File: config.mk
export PLATFORM = sky130hd
export DESIGN_NAME = bfu_blend
export DESIGN_NICKNAME = d
export VERILOG_FILES = /design/src/bfu_pkg.sv /design/src/bfu_blend.sv
export SDC_FILE = /design/constraint.sdc
export NUM_CORES = 2
export LEC_CHECK = 0
export BUFFER_PORTS_ARGS = -buffer_cell sky130_fd_sc_hd__buf_2
export CELL_PAD_IN_SITES_DETAIL_PLACEMENT = 0
export CELL_PAD_IN_SITES_GLOBAL_PLACEMENT = 1
export CORE_ASPECT_RATIO = 0.5
export CORE_UTILIZATION = 56
export CTS_CLUSTER_DIAMETER = 60
export DETAILED_ROUTE_END_ITERATION = 6
export GPL_TIMING_DRIVEN = 0
export HOLD_SLACK_MARGIN = 0.06
export PLACE_DENSITY = 0.95
export SETUP_SLACK_MARGIN = 0.05
export SYNTH_ARGS = -nofsm -noshare
export SYNTH_HDL_FRONTEND = slang
export SYNTH_SLANG_ARGS = --single-unit
export TNS_END_PERCENT = 30
File: constraint.sdc
create_clock -name clk_i -period 13.3 [get_ports clk_i]
set_clock_uncertainty 0.15 [all_clocks]
set_input_delay 0.665 -clock clk_i [delete_from_list [all_inputs] [get_ports clk_i]]
set_output_delay 0.665 -clock clk_i [all_outputs]
set_load 0.05 [all_outputs]
File: src/bfu_pkg.sv
// Shared constants, register indexes and the color blend function of the upscaler.
package bfu_pkg;

  localparam int COORD_W    = 12;
  localparam int PIX_W      = 24;
  localparam int CFG_IDX_W  = 2;
  localparam int CFG_DATA_W = 13;
  localparam int SRC_REG_W  = 9;
  localparam int TGT_REG_W  = 13;
  localparam int WEIGHT_W   = 8;

  localparam logic [CFG_IDX_W-1:0] REG_SRC_WIDTH  = 2'd0;
  localparam logic [CFG_IDX_W-1:0] REG_SRC_HEIGHT = 2'd1;
  localparam logic [CFG_IDX_W-1:0] REG_TGT_WIDTH  = 2'd2;
  localparam logic [CFG_IDX_W-1:0] REG_TGT_HEIGHT = 2'd3;

  localparam logic OP_WRITE = 1'b0;
  localparam logic OP_READ  = 1'b1;

  // One 8-bit channel: (a*(256-w) + b*w + 128) >> 8, never above 16 bits.
  function automatic logic [7:0] blend8(input logic [7:0] a, input logic [7:0] b,
                                        input logic [WEIGHT_W-1:0] w);
    logic [16:0] s;
    s = 17'(a) * 17'(9'd256 - 9'(w)) + 17'(b) * 17'(w) + 17'd128;
    return s[15:8];
  endfunction

  function automatic logic [PIX_W-1:0] blend24(input logic [PIX_W-1:0] a,
                                               input logic [PIX_W-1:0] b,
                                               input logic [WEIGHT_W-1:0] w);
    logic [PIX_W-1:0] r;
    for (int c = 0; c < 3; c++) begin
      r[8*c +: 8] = blend8(a[8*c +: 8], b[8*c +: 8], w);
    end
    return r;
  endfunction

endpackage

File: src/bfu_blend.sv
// Two-stage bilinear mix: horizontal on both rows, then vertical.
module bfu_blend (
  input  logic                           clk_i,
  input  logic                           en_i,
  input  logic [bfu_pkg::PIX_W-1:0]      p00_i,
  input  logic [bfu_pkg::PIX_W-1:0]      p10_i,
  input  logic [bfu_pkg::PIX_W-1:0]      p01_i,
  input  logic [bfu_pkg::PIX_W-1:0]      p11_i,
  input  logic [bfu_pkg::WEIGHT_W-1:0]   wx_i,
  input  logic [bfu_pkg::WEIGHT_W-1:0]   wy_i,
  output logic [bfu_pkg::PIX_W-1:0]      pix_o
);

  logic [bfu_pkg::PIX_W-1:0]    top_q, bot_q, pix_q;
  logic [bfu_pkg::WEIGHT_W-1:0] wy_q;

  always_ff @(posedge clk_i) begin
    if (en_i) begin
      top_q <= bfu_pkg::blend24(p00_i, p10_i, wx_i);
      bot_q <= bfu_pkg::blend24(p01_i, p11_i, wx_i);
      wy_q  <= wy_i;
      pix_q <= bfu_pkg::blend24(top_q, bot_q, wy_q);
    end
  end

  assign pix_o = pix_q;

endmodule

Word-level counts from Yosys, hierarchy flattened. Cells that the tools add are included.

Bits in registers: 80. Input bits: 114. Logic and storage cells: 42.

Add/sub/neg operators: 20. Multipliers: 18.

Operators with widths (count): 16-bit adder (9); 16-bit by 8-bit adder with 16-bit output, second input constant (9); 8-bit by 8-bit multiplier with 16-bit output (9); 8-bit by 17-bit multiplier with 16-bit output (7); 9-bit by 10-bit multiplier with 16-bit output (2); 9-bit by 8-bit subtractor with 10-bit output, first input constant (2).

Logic depth before layout (Yosys ltp).
Word-level depth: 4. Depth in mapped cells: 29. Mapped depth without buffers: 24.

Worst setup path before layout. Ideal clock, no wire load.

Kind: input-to-reg. From: in wx_i[0] (netlist bit). To: reg top_q[23] (netlist bit), data pin. Library setup time: 0.260 ns. Arrival time: 7.041 ns. Required time: 12.890 ns. Slack: 5.849 ns. Stages on the path: 27. Buffers on the path: 5. Cell sequence: buf_2 -> clkbuf_1 -> clkbuf_1 -> inv_1 -> ha_1 -> nor3b_2 -> nand2_1 -> xor2_1 -> clkbuf_1 -> clkbuf_1 -> nand2_1 -> fa_1 -> fa_1 -> fa_1 -> inv_1 -> fa_1 -> fa_1 -> inv_1 -> fa_1 -> inv_1 -> ha_1 -> nand2_1 -> a21oi_1 -> a2111oi_2 -> a21oi_2 -> a211oi_2 -> xnor2_1.

Cells in the longest elaborated chain, start to end: 4. Elaborated cells between the ends (all ways): 5. Classes of those cells: add/sub: 3; mul: 2.

Ends and longest elaborated chain: start: declaration (RTL line bfu_blend.sv:9) `input logic [bfu_pkg::WEIGHT_W-1:0] wx_i,`; 9-bit by 8-bit subtractor with 10-bit output (RTL line bfu_pkg.sv:24) `s = 17'(a) * 17'(9'd256 - 9'(w)) + 17'(b) * 17'(w) + 17'd128;`; 8-bit by 17-bit multiplier with 16-bit output (RTL line bfu_pkg.sv:24); 16-bit adder * (RTL line bfu_pkg.sv:24); 16-bit by 8-bit adder with 16-bit output * (RTL line bfu_pkg.sv:24); end signal: assignment (RTL line bfu_blend.sv:19) `top_q <= bfu_pkg::blend24(p00_i, p10_i, wx_i);`; end: declaration (RTL line bfu_blend.sv:14) `logic [bfu_pkg::PIX_W-1:0] top_q, bot_q, pix_q;`.

Mark *: on every way between the ends. The rest lies on a longest branch, timed or not. A chain may end at the register's enable or synchronous reset.

Final worst setup path.
From: in wx_i[1] (netlist bit). To: reg bot_q[6] (netlist bit), data pin.

Cells in the longest elaborated chain, start to end: 4. Elaborated cells between the ends (all ways): 5. Classes of those cells: add/sub: 3; mul: 2.

Ends and longest elaborated chain: 9-bit by 8-bit subtractor with 10-bit output (RTL line bfu_pkg.sv:24); 8-bit by 17-bit multiplier with 16-bit output (RTL line bfu_pkg.sv:24); 16-bit adder * (RTL line bfu_pkg.sv:24); 16-bit by 8-bit adder with 16-bit output * (RTL line bfu_pkg.sv:24); end signal: assignment (RTL line bfu_blend.sv:20) `bot_q <= bfu_pkg::blend24(p01_i, p11_i, wx_i);`; end: declaration (RTL line bfu_blend.sv:14).

Marked as above.

==> flow_metrics.tcl <==
set metrics [dict create \
    outcome "finished, final reports clean" \
    drt_iter0_markers 2417 \
    crit_fanout 11 \
    min_path_type "primary input to flop" \
    crit_required_ps 13170 \
    via_per_inst 5.43 \
    cts_buffer_depth 2 \
    synth_mux_area_share_pct 0 \
    drc 0 \
    ctsHoldBuffers 0 \
    synth_edf_count 80 \
    maxSlewViolCount 0 \
    synth_compound_area_share_pct 2.43 \
    yosysSeqAreaShare_pct 5.61 \
    synthSimpleGateAreaFrac_pct 16.8 \
    cts_resized 0 \
    synth-main-ff-cell "edfxtp_1" \
    rsz0062_at_grt "false" \
    clk_pin_slew_ps 70 \
    syn_inst 4660 \
    firstDrtPassIters 5 \
    die_h_microns 197 \
    numCtsBuffers 9 \
    startpoint_type "primary input" \
    hold_viol 0 \
    crit_type "primary input to flop" \
    grt_max_degree 60 \
    antenna_found_initial 21 \
    clock-sinks 80 \
    cts_tree "built" \
    num_rows 71 \
    clock.fmax_mhz 89.7 \
    hpwl_mm 99.9 \
    ys_ff_latch 80 \
    place_congestion 0.983 \
    cp-end-kind "flop" \
    drv_cap 0 \
    worst_slew_pin_slew_ps 1430 \
    root_buffer "clkbuf_16" \
    fin_tns_setup_ps 0 \
    area_growth_syn_to_layout_pct 5.34 \
    grt_pass1_wl_mm 190 \
    die_area_sq_um 77600 \
    synth_fa_ha_area_share_pct 59.6 \
    core_sq_um 75400 \
    wl_per_cell_microns 20.9 \
    ios 138 \
    synthArstFlopShare_pct 0 \
    die_w_microns 393 \
    nets 6403 \
    first_global_vias 33500 \
    finalCriticalPeriod_ps 11140 \
    ys_warn_count 0 \
    drt_wl_total_mm 122 \
    final_cells 5837 \
    synthesis.area_sq_um 42800 \
    synth_fp_nets 6271 \
    drive_gt1_share_pct 3.38 \
    cp_data_arrival_time_ps 11020 \
    via_count 31700 \
    finalCritPeriodShare_pct 83.8 \
    start_util_pct 56.7 \
    ys_types 58 \
    grt_use_total_pct 32.9 \
    worstSkewPairLatency_ps 390 \
    setup_viol 0 \
    grt_overflow 0 \
    ant_nets 0 \
    synth-xor-area-share_pct 2.74 \
    syn_area_per_cell_sq_um 9.18 \
    synth_top_family_by_area "adder cells" \
    relSlewSlack_pct 4.35 \
    cts_setup_buffers 0 \
    numPortBuffers 119 \
    cts.htree.levels 3 \
    place_inst 5802 \
]
-- metal layers --
metal	global-route usage, %	routed length (microns)	vias up
met4	15.0	6420	6
met3	8.75	13600	334
met2	51.7	54300	1460
li1	-	-	13900
met5	0	35	-
met1	42.7	47700	16000
-- through the flow --
step | instance area (sq um) | worst slack [ps] | hold slack (ps) | utilization [%]
after floorplan | 42800 | 5850 | 614 | -
after global placement | 44700 | 2130 | 693 | 59.2
after detailed placement | 44700 | 2200 | 694 | 59.3
after CTS | 45000 | 2540 | 297 | 59.7
after global routing | 45000 | 2120 | 302 | 59.7
final | 45100 | 2160 | 312 | 59.8
-- cells in the mapped netlist, drive strengths merged, types with 4 or more instances --
library cell     n  area [sq um]
nand2          444          1670
nand4           18           113
a21o            17           128
a31oi            8          50.1
a31o             4          35.0
a211oi           6          50.1
nand2b           7          43.8
o21a             8          60.1
xnor2           88           771
clkbuf         125           470
o21bai           4          30.0
nand3           15          75.1
xnor3            5           114
and2           793          4960
buf             25           108
inv           1311          4920
ha             597          7470
o21ai           30           150
o211ai           5          37.5
a221oi           4          41.3
xor2            33           289
nor2            26          97.6
a21oi           48           244
a2111oi          4          41.3
and3             8          50.1
nor3            16          96.4
fa             900         18000
edfxtp          80          2400
-- sequential cells by signal, summed over array words and instances (netlist names) --
register and flops:
wy_q 8, bot_q 24, top_q 24, pix_o 24
-- layout make-up --
cell class / instances / area, sq um
clock buffer: 9 / 225
clock inverter: 7 / 101
fill: 6480 / 30300
sequential: 80 / 2400
multi-input combinational: 3119 / 34900
timing repair buffer: 121 / 633
buffer: 150 / 578
antenna: 18 / 45.0
inverter: 1311 / 4920
tap: 1022 / 1280
-- worst paths after layout --
path	cells past startpoint	startpoint	slack (ps)	endpoint
max	26	wx_i[1]	2160	bot_q[6]$_DFFE_PP_
min	1	wy_i[4]	310	wy_q[4]$_DFFE_PP_
max reg2reg	23	wy_q[0]$_DFFE_PP_	5120	pix_o[7]$_DFFE_PP_
min reg2reg	4	wy_q[0]$_DFFE_PP_	1000	pix_o[16]$_DFFE_PP_
-- logic make-up after synthesis --
family | after synthesis
AOI/OAI and AO/OA | 158
DFF | 80
buffers and inverters | 1461
xor gates and xnor gates | 126
adders and majority gates | 1497
and+or+nand+nor | 1338
-- critical path: stages --
cell,delay (ps)
buf_2,120
clkbuf_1,990
clkbuf_1,970
inv_1,120
ha_1,270
nor3b_2,200
xnor2_1,220
clkbuf_1,740
clkbuf_1,950
nand2_1,210
fa_1,610
inv_1,50
ha_1,310
fa_1,510
fa_1,510
fa_1,490
inv_1,50
fa_1,470
inv_1,40
ha_1,280
nand4_1,110
o22ai_2,240
a41oi_1,220
a31oi_1,580
o21ai_0,170
a221oi_1,900
-- placed cells by master, fill, tap and decap left out, types with 5 or more instances in the layout --
| master | netlist | final |
|---|---|---|
| nor3_1 | 14 | 14 |
| buf_2 | 11 | 129 |
| and3_1 | 8 | 8 |
| nand4_1 | 18 | 18 |
| clkbuf_1 | 124 | 124 |
| inv_1 | 1311 | 1311 |
| a211oi_1 | 5 | 5 |
| nand3_1 | 15 | 15 |
| xnor2_1 | 88 | 88 |
| o21a_1 | 8 | 8 |
| a21oi_1 | 47 | 47 |
| clkbuf_16 | 0 | 9 |
| a21o_1 | 17 | 17 |
| and2_1 | 793 | 793 |
| fa_1 | 900 | 900 |
| ha_1 | 597 | 597 |
| nand2b_1 | 7 | 7 |
| diode_2 | 0 | 18 |
| xor2_1 | 33 | 33 |
| nor2_1 | 26 | 26 |
| a31oi_1 | 8 | 8 |
| o21ai_0 | 30 | 30 |
| buf_1 | 14 | 14 |
| o211ai_1 | 5 | 5 |
| edfxtp_1 | 80 | 80 |
| nand2_1 | 444 | 444 |
Power is left out: the tool's default activity adds up to more than one toggle a clock period on the data nets, which glitch-free logic cannot reach.
