==> src/bfu_pkg.sv <==
// Shared constants, register indexes and the color blend function of the upscaler.
package bfu_pkg;

  localparam int COORD_W    = 12;
  localparam int PIX_W      = 24;
  localparam int CFG_IDX_W  = 2;
  localparam int CFG_DATA_W = 13;
  localparam int SRC_REG_W  = 9;
  localparam int TGT_REG_W  = 13;
  localparam int WEIGHT_W   = 8;

  localparam logic [CFG_IDX_W-1:0] REG_SRC_WIDTH  = 2'd0;
  localparam logic [CFG_IDX_W-1:0] REG_SRC_HEIGHT = 2'd1;
  localparam logic [CFG_IDX_W-1:0] REG_TGT_WIDTH  = 2'd2;
  localparam logic [CFG_IDX_W-1:0] REG_TGT_HEIGHT = 2'd3;

  localparam logic OP_WRITE = 1'b0;
  localparam logic OP_READ  = 1'b1;

  // One 8-bit channel: (a*(256-w) + b*w + 128) >> 8, never above 16 bits.
  function automatic logic [7:0] blend8(input logic [7:0] a, input logic [7:0] b,
                                        input logic [WEIGHT_W-1:0] w);
    logic [16:0] s;
    s = 17'(a) * 17'(9'd256 - 9'(w)) + 17'(b) * 17'(w) + 17'd128;
    return s[15:8];
  endfunction

  function automatic logic [PIX_W-1:0] blend24(input logic [PIX_W-1:0] a,
                                               input logic [PIX_W-1:0] b,
                                               input logic [WEIGHT_W-1:0] w);
    logic [PIX_W-1:0] r;
    for (int c = 0; c < 3; c++) begin
      r[8*c +: 8] = blend8(a[8*c +: 8], b[8*c +: 8], w);
    end
    return r;
  endfunction

endpackage

==> src/bfu_locate.sv <==
// Source position of one axis: multiply, offset and a pipelined restoring divider.
module bfu_locate #(
  parameter int MAX_SRC  = 256,
  parameter int MAX_TGT  = 4096,
  parameter int DIV_BITS = 16
) (
  input  logic                                clk_i,
  input  logic                                en_i,
  input  logic [bfu_pkg::COORD_W-1:0]         pos_i,
  input  logic [$clog2(MAX_SRC+1)-1:0]        src_i,
  input  logic [$clog2(MAX_TGT+1)-1:0]        tgt_i,
  output logic [$clog2(MAX_SRC)-1:0]          lo_o,
  output logic                                edge_o,
  output logic [bfu_pkg::WEIGHT_W-1:0]        weight_o
);

  localparam int SRC_W = $clog2(MAX_SRC+1);
  localparam int TGT_W = $clog2(MAX_TGT+1);
  localparam int LO_W  = $clog2(MAX_SRC);
  localparam int PW    = bfu_pkg::COORD_W + 1 + SRC_W;
  localparam int DW    = TGT_W + 1;
  localparam int NW    = PW + 9;
  localparam int CW    = ((NW > DW + DIV_BITS) ? NW : DW + DIV_BITS) + 1;
  localparam int NS    = DIV_BITS / 2;
  localparam int IW    = DIV_BITS - bfu_pkg::WEIGHT_W;
  localparam int EW    = ((IW > SRC_W) ? IW : SRC_W) + 1;

  logic [PW-1:0]       prod_q;
  logic [CW-1:0]       dd;
  logic [CW-1:0]       np;
  logic                sat;
  logic [CW-1:0]       rem_q [NS+1];
  logic [DIV_BITS-1:0] quo_q [NS+1];
  logic                sat_q [NS+1];
  logic [IW-1:0]       ip;
  logic [SRC_W-1:0]    srcm1;
  logic                big;
  logic [LO_W-1:0]     lo_q;
  logic                edge_q;
  logic [bfu_pkg::WEIGHT_W-1:0] w_q;

  always_ff @(posedge clk_i) begin
    if (en_i) begin
      prod_q <= PW'({pos_i, 1'b1}) * PW'(src_i);
    end
  end

  // Dividend is 256*num + T over divisor 2T, so the quotient carries the
  // integer position and the rounded Q8 weight together.
  assign dd = CW'({tgt_i, 1'b0});
  always_comb begin
    np  = '0;
    sat = 1'b0;
    if (prod_q > PW'(tgt_i)) begin
      np  = (CW'(prod_q - PW'(tgt_i)) << 8) + CW'(tgt_i);
      sat = np >= (dd << DIV_BITS);
    end
  end

  always_ff @(posedge clk_i) begin
    if (en_i) begin
      rem_q[0] <= np;
      quo_q[0] <= '0;
      sat_q[0] <= sat;
    end
  end

  for (genvar s = 0; s < NS; s++) begin : g_div
    logic [CW-1:0]       r_b;
    logic [DIV_BITS-1:0] q_b;
    always_comb begin
      r_b = rem_q[s];
      q_b = quo_q[s];
      if (r_b >= (dd << (DIV_BITS-1-2*s))) begin
        r_b = r_b - (dd << (DIV_BITS-1-2*s));
        q_b[DIV_BITS-1-2*s] = 1'b1;
      end
      if (r_b >= (dd << (DIV_BITS-2-2*s))) begin
        r_b = r_b - (dd << (DIV_BITS-2-2*s));
        q_b[DIV_BITS-2-2*s] = 1'b1;
      end
    end
    always_ff @(posedge clk_i) begin
      if (en_i) begin
        rem_q[s+1] <= r_b;
        quo_q[s+1] <= q_b;
        sat_q[s+1] <= sat_q[s];
      end
    end
  end

  // A weight of 256 shows up as the next integer with weight zero, which
  // selects the same source pixel.
  assign ip    = quo_q[NS][DIV_BITS-1:bfu_pkg::WEIGHT_W];
  assign srcm1 = src_i - SRC_W'(1);
  assign big   = sat_q[NS] || (EW'(ip) >= EW'(srcm1));

  always_ff @(posedge clk_i) begin
    if (en_i) begin
      lo_q   <= big ? LO_W'(srcm1) : LO_W'(ip);
      edge_q <= big;
      w_q    <= big ? '0 : quo_q[NS][bfu_pkg::WEIGHT_W-1:0];
    end
  end

  assign lo_o     = lo_q;
  assign edge_o   = edge_q;
  assign weight_o = w_q;

endmodule

==> config.mk <==
export PLATFORM = sky130hd
export DESIGN_NAME = bfu_locate
export DESIGN_NICKNAME = d
export VERILOG_FILES = /design/src/bfu_pkg.sv /design/src/bfu_locate.sv
export SDC_FILE = /design/constraint.sdc
export NUM_CORES = 1
export LEC_CHECK = 0
export ABC_AREA = 1
export BUFFER_PORTS_ARGS = -buffer_cell sky130_fd_sc_hd__buf_2
export CAP_MARGIN = 20
export CORE_ASPECT_RATIO = 1.1
export CORE_MARGIN = 2
export CORE_UTILIZATION = 50
export DETAILED_ROUTE_END_ITERATION = 10
export PLACE_DENSITY = 0.7
export SYNTH_ARGS = -nofsm -noshare
export SYNTH_HDL_FRONTEND = slang
export SYNTH_SLANG_ARGS = --single-unit
==> constraint.sdc <==
create_clock -name clk_i -period 15.02 [get_ports clk_i]
set_input_delay 0 -clock clk_i [delete_from_list [all_inputs] [get_ports clk_i]]
set_output_delay 0 -clock clk_i [all_outputs]
set_load 0.005 [all_outputs]
; Word level (Yosys, flattened, before mapping)
; Memory sizes are Yosys's and may differ from the RTL's.
; Cells that the tools add are included.
[word_totals]
reg_bits = 39
ramBits = 441
output_inout_bits = 17
wordCells = 84
mem_count = 3
[classes]
addsub = 19
mul = 1
order_cmp = 19
n_mux = 37
n_reduce_logical = 1
[memory_table]
columns = name, words, word_bits, read_ports, rd_clocked_by_memory_dff, write_ports, line_no
row1 = rem_q, 9, 32, 8, 0, 9, bfu_locate.sv:32  ; logic [CW-1:0] rem_q [NS+1];
row2 = quo_q, 9, 16, 9, 0, 9, bfu_locate.sv:33  ; logic [DIV_BITS-1:0] quo_q [NS+1];
row3 = sat_q, 9, 1, 9, 0, 9, bfu_locate.sv:34  ; logic sat_q [NS+1];
[ops]
columns = cell, count
row1 = 2-to-1 mux 32 bit, 17
row2 = adder 31 x 14 -> 32 bit, 1
row3 = greater-or-equal comparator 32 x 14 -> 1 bit, 1
row4 = greater-or-equal comparator 32 x 15 -> 1 bit, 1
row5 = greater-or-equal comparator 32 x 16 -> 1 bit, 1
row6 = greater-or-equal comparator 32 x 17 -> 1 bit, 1
row7 = greater-or-equal comparator 32 x 18 -> 1 bit, 1
row8 = greater-or-equal comparator 32 x 19 -> 1 bit, 1
row9 = greater-or-equal comparator 32 x 20 -> 1 bit, 1
row10 = greater-or-equal comparator 32 x 21 -> 1 bit, 1
row11 = greater-or-equal comparator 32 x 22 -> 1 bit, 1
row12 = greater-or-equal comparator 32 x 23 -> 1 bit, 1
row13 = greater-or-equal comparator 32 x 24 -> 1 bit, 1
row14 = greater-or-equal comparator 32 x 25 -> 1 bit, 1
row15 = greater-or-equal comparator 32 x 26 -> 1 bit, 1
row16 = greater-or-equal comparator 32 x 27 -> 1 bit, 1
row17 = greater-or-equal comparator 32 x 28 -> 1 bit, 1
row18 = greater-or-equal comparator 32 x 29 -> 1 bit, 1
row19 = greater-or-equal comparator 32 x 30 -> 1 bit, 1
row20 = subtractor 32 x 14 -> 32 bit, 1
row21 = subtractor 32 x 15 -> 32 bit, 1
row22 = subtractor 32 x 16 -> 32 bit, 1
row23 = subtractor 32 x 17 -> 32 bit, 1
row24 = subtractor 32 x 18 -> 32 bit, 1
row25 = other kinds (19), 37

; Logic depth before layout (Yosys ltp)
; An unclocked memory read counts as a cell.
[logic_depth]
depth_word = 5
depth_mapped = 35

; Least setup slack after synthesis
; No wires, ideal clock.
[synth_path]
kind = input port to flip-flop
from = input port tgt_i[1]
to = memory sat_q[0][0], data pin
setup_ns = 0.131
t_arrival_ns = 4.681
required_ns = 14.889
setup_slack_ns = 10.208
cell_stages = 34
cell_sequence = inv_1 -> ha_1 -> nand3_1 -> nand3_1 -> xor2_1 -> ha_1 -> nand2_1 -> or2_2 -> nand2_1 -> nor2_1 -> nor2_1 -> nand2_1 -> inv_1 -> nand3_1 -> nor2_1 -> nand2_1 -> nor2_2 -> xor2_1 -> inv_1 -> ha_1 -> nand4_1 -> nor3_1 -> nand3_1 -> nor2_1 -> nand3_1 -> nor2_1 -> nand3_1 -> nand2_1 -> nand2_1 -> nand2_1 -> nand2_1 -> nand2_1 -> nand2_1 -> nand2_1
[synth_rtl]
columns = item, line_no
row1 = from (decl), bfu_locate.sv:11  ; input logic [$clog2(MAX_TGT+1)-1:0] tgt_i,
row2 = to (decl), bfu_locate.sv:34

==> summary.md <==
| Metric | Value |
|---|---|
| Run status | finished clean |
| Worst-path maximum fanout | 27 |
| Critical Path Source Type | register |
| Most common cell in the netlist | sky130_fd_sc_hd__nand2_1 |
| Count of placed standard cells including taps | 5822 |
| Final net count | 5350 |
| Placer Congestion | between 0.9 and 1 |
| Vias per cell | about 5.4 |
| Worst Path Arrival | around 6000 ps |
| Syn Area/Cell | between 7 and 8 um2 |
| Power share of the combinational group | 0.646 |
| Number of enable flip-flop cells after synthesis | around 380 |
| Area growth from synthesis to layout | 7.52% |
| Global route overflow | 0 |
| Maximum vdd drop | roughly 140 uV |
| Multi-input combinational cell area | 21500 um2 |
| Worst hold path cell count | 3 |
| Clock Latency Late Sink | ~590 ps |
| Top cells by area in the synthesized netlist | sky130_fd_sc_hd__edfxtp_1 31%, sky130_fd_sc_hd__nand2_1 14%, sky130_fd_sc_hd__ha_1 10%, sky130_fd_sc_hd__inv_1 7.3%, sky130_fd_sc_hd__fa_1 5.3% |
| Max H-tree Level | 2 |
| Number of vias in the routed layout | between 30000 and 40000 |
| Port-buffer cells | 52 |
| Horizontal die dimension | 260 um |
| Setup violators final | 0 |
| Top FF cell, synth | sky130_fd_sc_hd__edfxtp_1 |
| Sequential cell area | between 10000 and 15000 um2 |
| Number of warnings issued by yosys | 0 |
| Sum of internal, switching and leakage power | 0.00849 W |
| Number of primary I/O pins | 53 |
| Area leader, netlist | sky130_fd_sc_hd__edfxtp_1 |
| Type of the worst setup path | reg2reg |
| Total CTS buffers | 44 |
| Count of non-filler cells in the finished layout | between 5000 and 6000 |
| Total Neg Setup Slack | 0 ps |
| Post-synthesis net count | 5298 |
| Cell area after synthesis | 35900 um2 |
| Crit share post-route | 0.376 |
| Die span in y | 285 um |
| Area fraction of the dominant cell type after synthesis | 0.314 |
| Remaining DRCs | 0 |
| Class of the worst hold path | in2reg |
| Internal power component | between 0.004 and 0.005 W |
| Fillers | ~7000 |
| Relative max-transition margin | 0.361 |
| Fraction of power spent switching nets | 0.490 |
| Clock Tree Root | sky130_fd_sc_hd__clkbuf_16 |
| Flop and latch count out of synthesis | 376 |
| Relative contribution of the clock network to total power | 0.125 |
| Number of instances in the synthesized netlist | about 4900 |
| Floorplan Core Area | 71400 um2 |
| Effective utilization at floorplan | 0.503 |
| Number of max-slew violations in the final report | 0 |
| Top cells by count, synth | 1368 x sky130_fd_sc_hd__nand2_1, 699 x sky130_fd_sc_hd__inv_1, 444 x sky130_fd_sc_hd__nor2_1, 376 x sky130_fd_sc_hd__edfxtp_1, 354 x sky130_fd_sc_hd__nand3_1 |
| Ratio of cells with drive above 1 in the final layout | 0.0532 |
| First-pass GRT wire length | between 150000 and 200000 um |
| Max Cap Viol | 0 |
| Number of global-route vias before repair | just over 30000 |
| First-iteration detailed-routing DRC count | ~2100 |
| Setup crit end kind | register |
| Final worst setup slack | about 9400 ps |
| Required time worst endpoint | ~15000 ps |
| Standard-cell rows | between 100 and 150 |
| GRT Total Usage | 0.262 |
| Clock-pin slew of the registers on the worst-case setup and hold paths | ~60 ps |
| End-of-flow core utilization | 0.541 |
| Area enclosed by the die boundary | approximately 74000 um2 |
| Leak Pwr | ~18 nW |
| Final Hold Viols | 0 |
| Maximum number of pins on one net before global-route repair | 90 |
| Final routed wire length divided by cell count | roughly 16 um |
| Psw | ~0.0042 W |
| Aggregate routed wire length | a little under 100000 um |
| Clock tree from TritonCTS | done |
| Sequential fraction of the synthesis area | 0.314 |
| Post-placement setup slack | approximately 9000 ps |
| Placed wire-length estimate after detailed placement | 75500 um |
| Maximum clock skew at final layout | roughly 28 ps |
| Drt first pass iters | 8 |
| Share of synthesized flip-flops with an asynchronous set or reset | 0 |
| Residual antenna-violating net count after detailed routing | 0 |
| R2r worst-path depth | 23 |
| Period minus WS final | 5640 ps |
| Initial antenna violation count | 1 |
| Unrepaired setup endpoints after global routing | no |
| CTS max path bufs | 3 |
| Tightest Pin Transition | approximately 960 ps |
| Share of total power in sequential cells | 0.229 |
| Count of distinct cell types in the synthesized netlist | 59 |
| Power density relative to cell area | ~220 nW/um2 |
| Achievable clock frequency | around 180 MHz |
| Clock Sinks | approximately 380 |
registers in the layout, indices dropped and copies added, names as in the netlist:
signal    count
lo_o          8
quo_q        72
sat_q         9
rem_q       256
weight_o      8
edge_o        1
prod_q       22
kinds of logic (layout without fill, tap and decap cells):
logic type	Yosys count	after routing	synth area share
xor gates and xnor gates	223	223	0.0546
other	0	1	0
AOI/OAI and AO/OA	625	625	0.0941
and+or+nand+nor	2469	2469	0.295
buffers and inverters	799	881	0.0875
adders and majority gates	385	385	0.154
DFF	376	376	0.314
cells in the final DEF (no fill, tap or decap), types with 6 or more instances in the layout:
cell	n
sky130_fd_sc_hd__inv_1	698
sky130_fd_sc_hd__buf_4	22
sky130_fd_sc_hd__nor2_2	24
sky130_fd_sc_hd__nor2_1	444
sky130_fd_sc_hd__fa_1	95
sky130_fd_sc_hd__o211ai_1	11
sky130_fd_sc_hd__nand3b_1	19
sky130_fd_sc_hd__nand3_2	13
sky130_fd_sc_hd__a31oi_1	14
sky130_fd_sc_hd__xor2_1	113
sky130_fd_sc_hd__or2_2	15
sky130_fd_sc_hd__a21o_1	13
sky130_fd_sc_hd__nor4_1	13
sky130_fd_sc_hd__nand4_1	112
sky130_fd_sc_hd__o21bai_1	12
sky130_fd_sc_hd__clkbuf_16	44
sky130_fd_sc_hd__nor3_1	58
sky130_fd_sc_hd__buf_2	51
sky130_fd_sc_hd__clkinv_1	9
sky130_fd_sc_hd__a21boi_0	7
sky130_fd_sc_hd__clkbuf_1	6
sky130_fd_sc_hd__nand3_1	354
sky130_fd_sc_hd__a211oi_1	8
sky130_fd_sc_hd__ha_1	290
sky130_fd_sc_hd__inv_2	23
sky130_fd_sc_hd__a21oi_1	260
sky130_fd_sc_hd__o21ai_1	72
sky130_fd_sc_hd__edfxtp_1	376
sky130_fd_sc_hd__xnor2_1	109
sky130_fd_sc_hd__nand2_2	17
sky130_fd_sc_hd__nand2_1	1368
sky130_fd_sc_hd__o21ai_0	200
cell type report:
cell class                      count  area share
Antenna cell                        1   0.0000648
Clock buffer                       50      0.0291
Clock inverter                     26     0.00739
Inverter                          725      0.0706
Multi-Input combinational cell   3702       0.556
Sequential cell                   376       0.292
Tap cell                          945      0.0306
Timing Repair Buffer               80      0.0134
metal layers:
layer / part of all wire / GRT usage / up-vias
met4: 0.042 / 0.107 / 0
met2: 0.49 / 0.465 / 786
met5: 0 / 0 / -
li1: - / - / 16200
met1: 0.42 / 0.322 / 14600
met3: 0.045 / 0.0295 / 216
critical path: stages (launching register included):
cell and delay [ps]:
sky130_fd_sc_hd__edfxtp_1 390, sky130_fd_sc_hd__inv_1 80, sky130_fd_sc_hd__ha_1 140, sky130_fd_sc_hd__inv_1 70, sky130_fd_sc_hd__fa_1 470, sky130_fd_sc_hd__nand3_1 110, sky130_fd_sc_hd__nand3_1 170, sky130_fd_sc_hd__nand2_1 140
sky130_fd_sc_hd__nand3_1 100, sky130_fd_sc_hd__nand2_1 110, sky130_fd_sc_hd__nand3_2 380, sky130_fd_sc_hd__inv_1 560, sky130_fd_sc_hd__o21ai_0 290, sky130_fd_sc_hd__ha_1 340, sky130_fd_sc_hd__nand2_1 80, sky130_fd_sc_hd__nor2_1 40
sky130_fd_sc_hd__a211oi_1 270, sky130_fd_sc_hd__o21ai_0 250, sky130_fd_sc_hd__a21oi_1 330, sky130_fd_sc_hd__nand3_1 160, sky130_fd_sc_hd__nor2_2 200, sky130_fd_sc_hd__nand2_4 220, sky130_fd_sc_hd__inv_2 350, sky130_fd_sc_hd__o21ai_1 120
stage by stage:
| step | hold WS, ps | area [um2] |
|---|---|---|
| floorplan | 98.9 | 35900 |
| global placement | 390 | 37100 |
| detailed placement | 397 | 37100 |
| CTS | 5.96 | 38600 |
| global route | 35.1 | 38600 |
| finish | 32.6 | 38600 |
repair_timing:
item	CTS	global route
hold buffers	4	0
hold endpoints to repair	82	0
setup buffers	0	0
resized for setup	0	0
power by group through the flow:
| stage | Combinational (W) | Sequential [W] | Clock [W] |
|---|---|---|---|
| after global routing | 0.00626 | 0.00197 | 0.00113 |
| final | 0.00548 | 0.00195 | 0.00106 |
| after global placement | 0.00537 | 0.00197 | 0 |
| after CTS | 0.00545 | 0.00195 | 0.00108 |
| after floorplan | 0.00430 | 0.00184 | 0 |
| after detailed placement | 0.00542 | 0.00197 | 0 |
path summary, 6_finish.rpt:
kind / startpoint / to / slack, ps
max: rem_q[0][196]$_DFFE_PP_ / rem_q[0][238]$_DFFE_PP_ / 9380
min: tgt_i[1] / rem_q[0][1]$_SDFFCE_PP0P_ / 30
max reg2reg: rem_q[0][196]$_DFFE_PP_ / rem_q[0][238]$_DFFE_PP_ / 9380
min reg2reg: quo_q[1][58]$_DFFE_PP_ / quo_q[2][10]$_DFFE_PP_ / 420
Power figures use the tool's default switching activity.
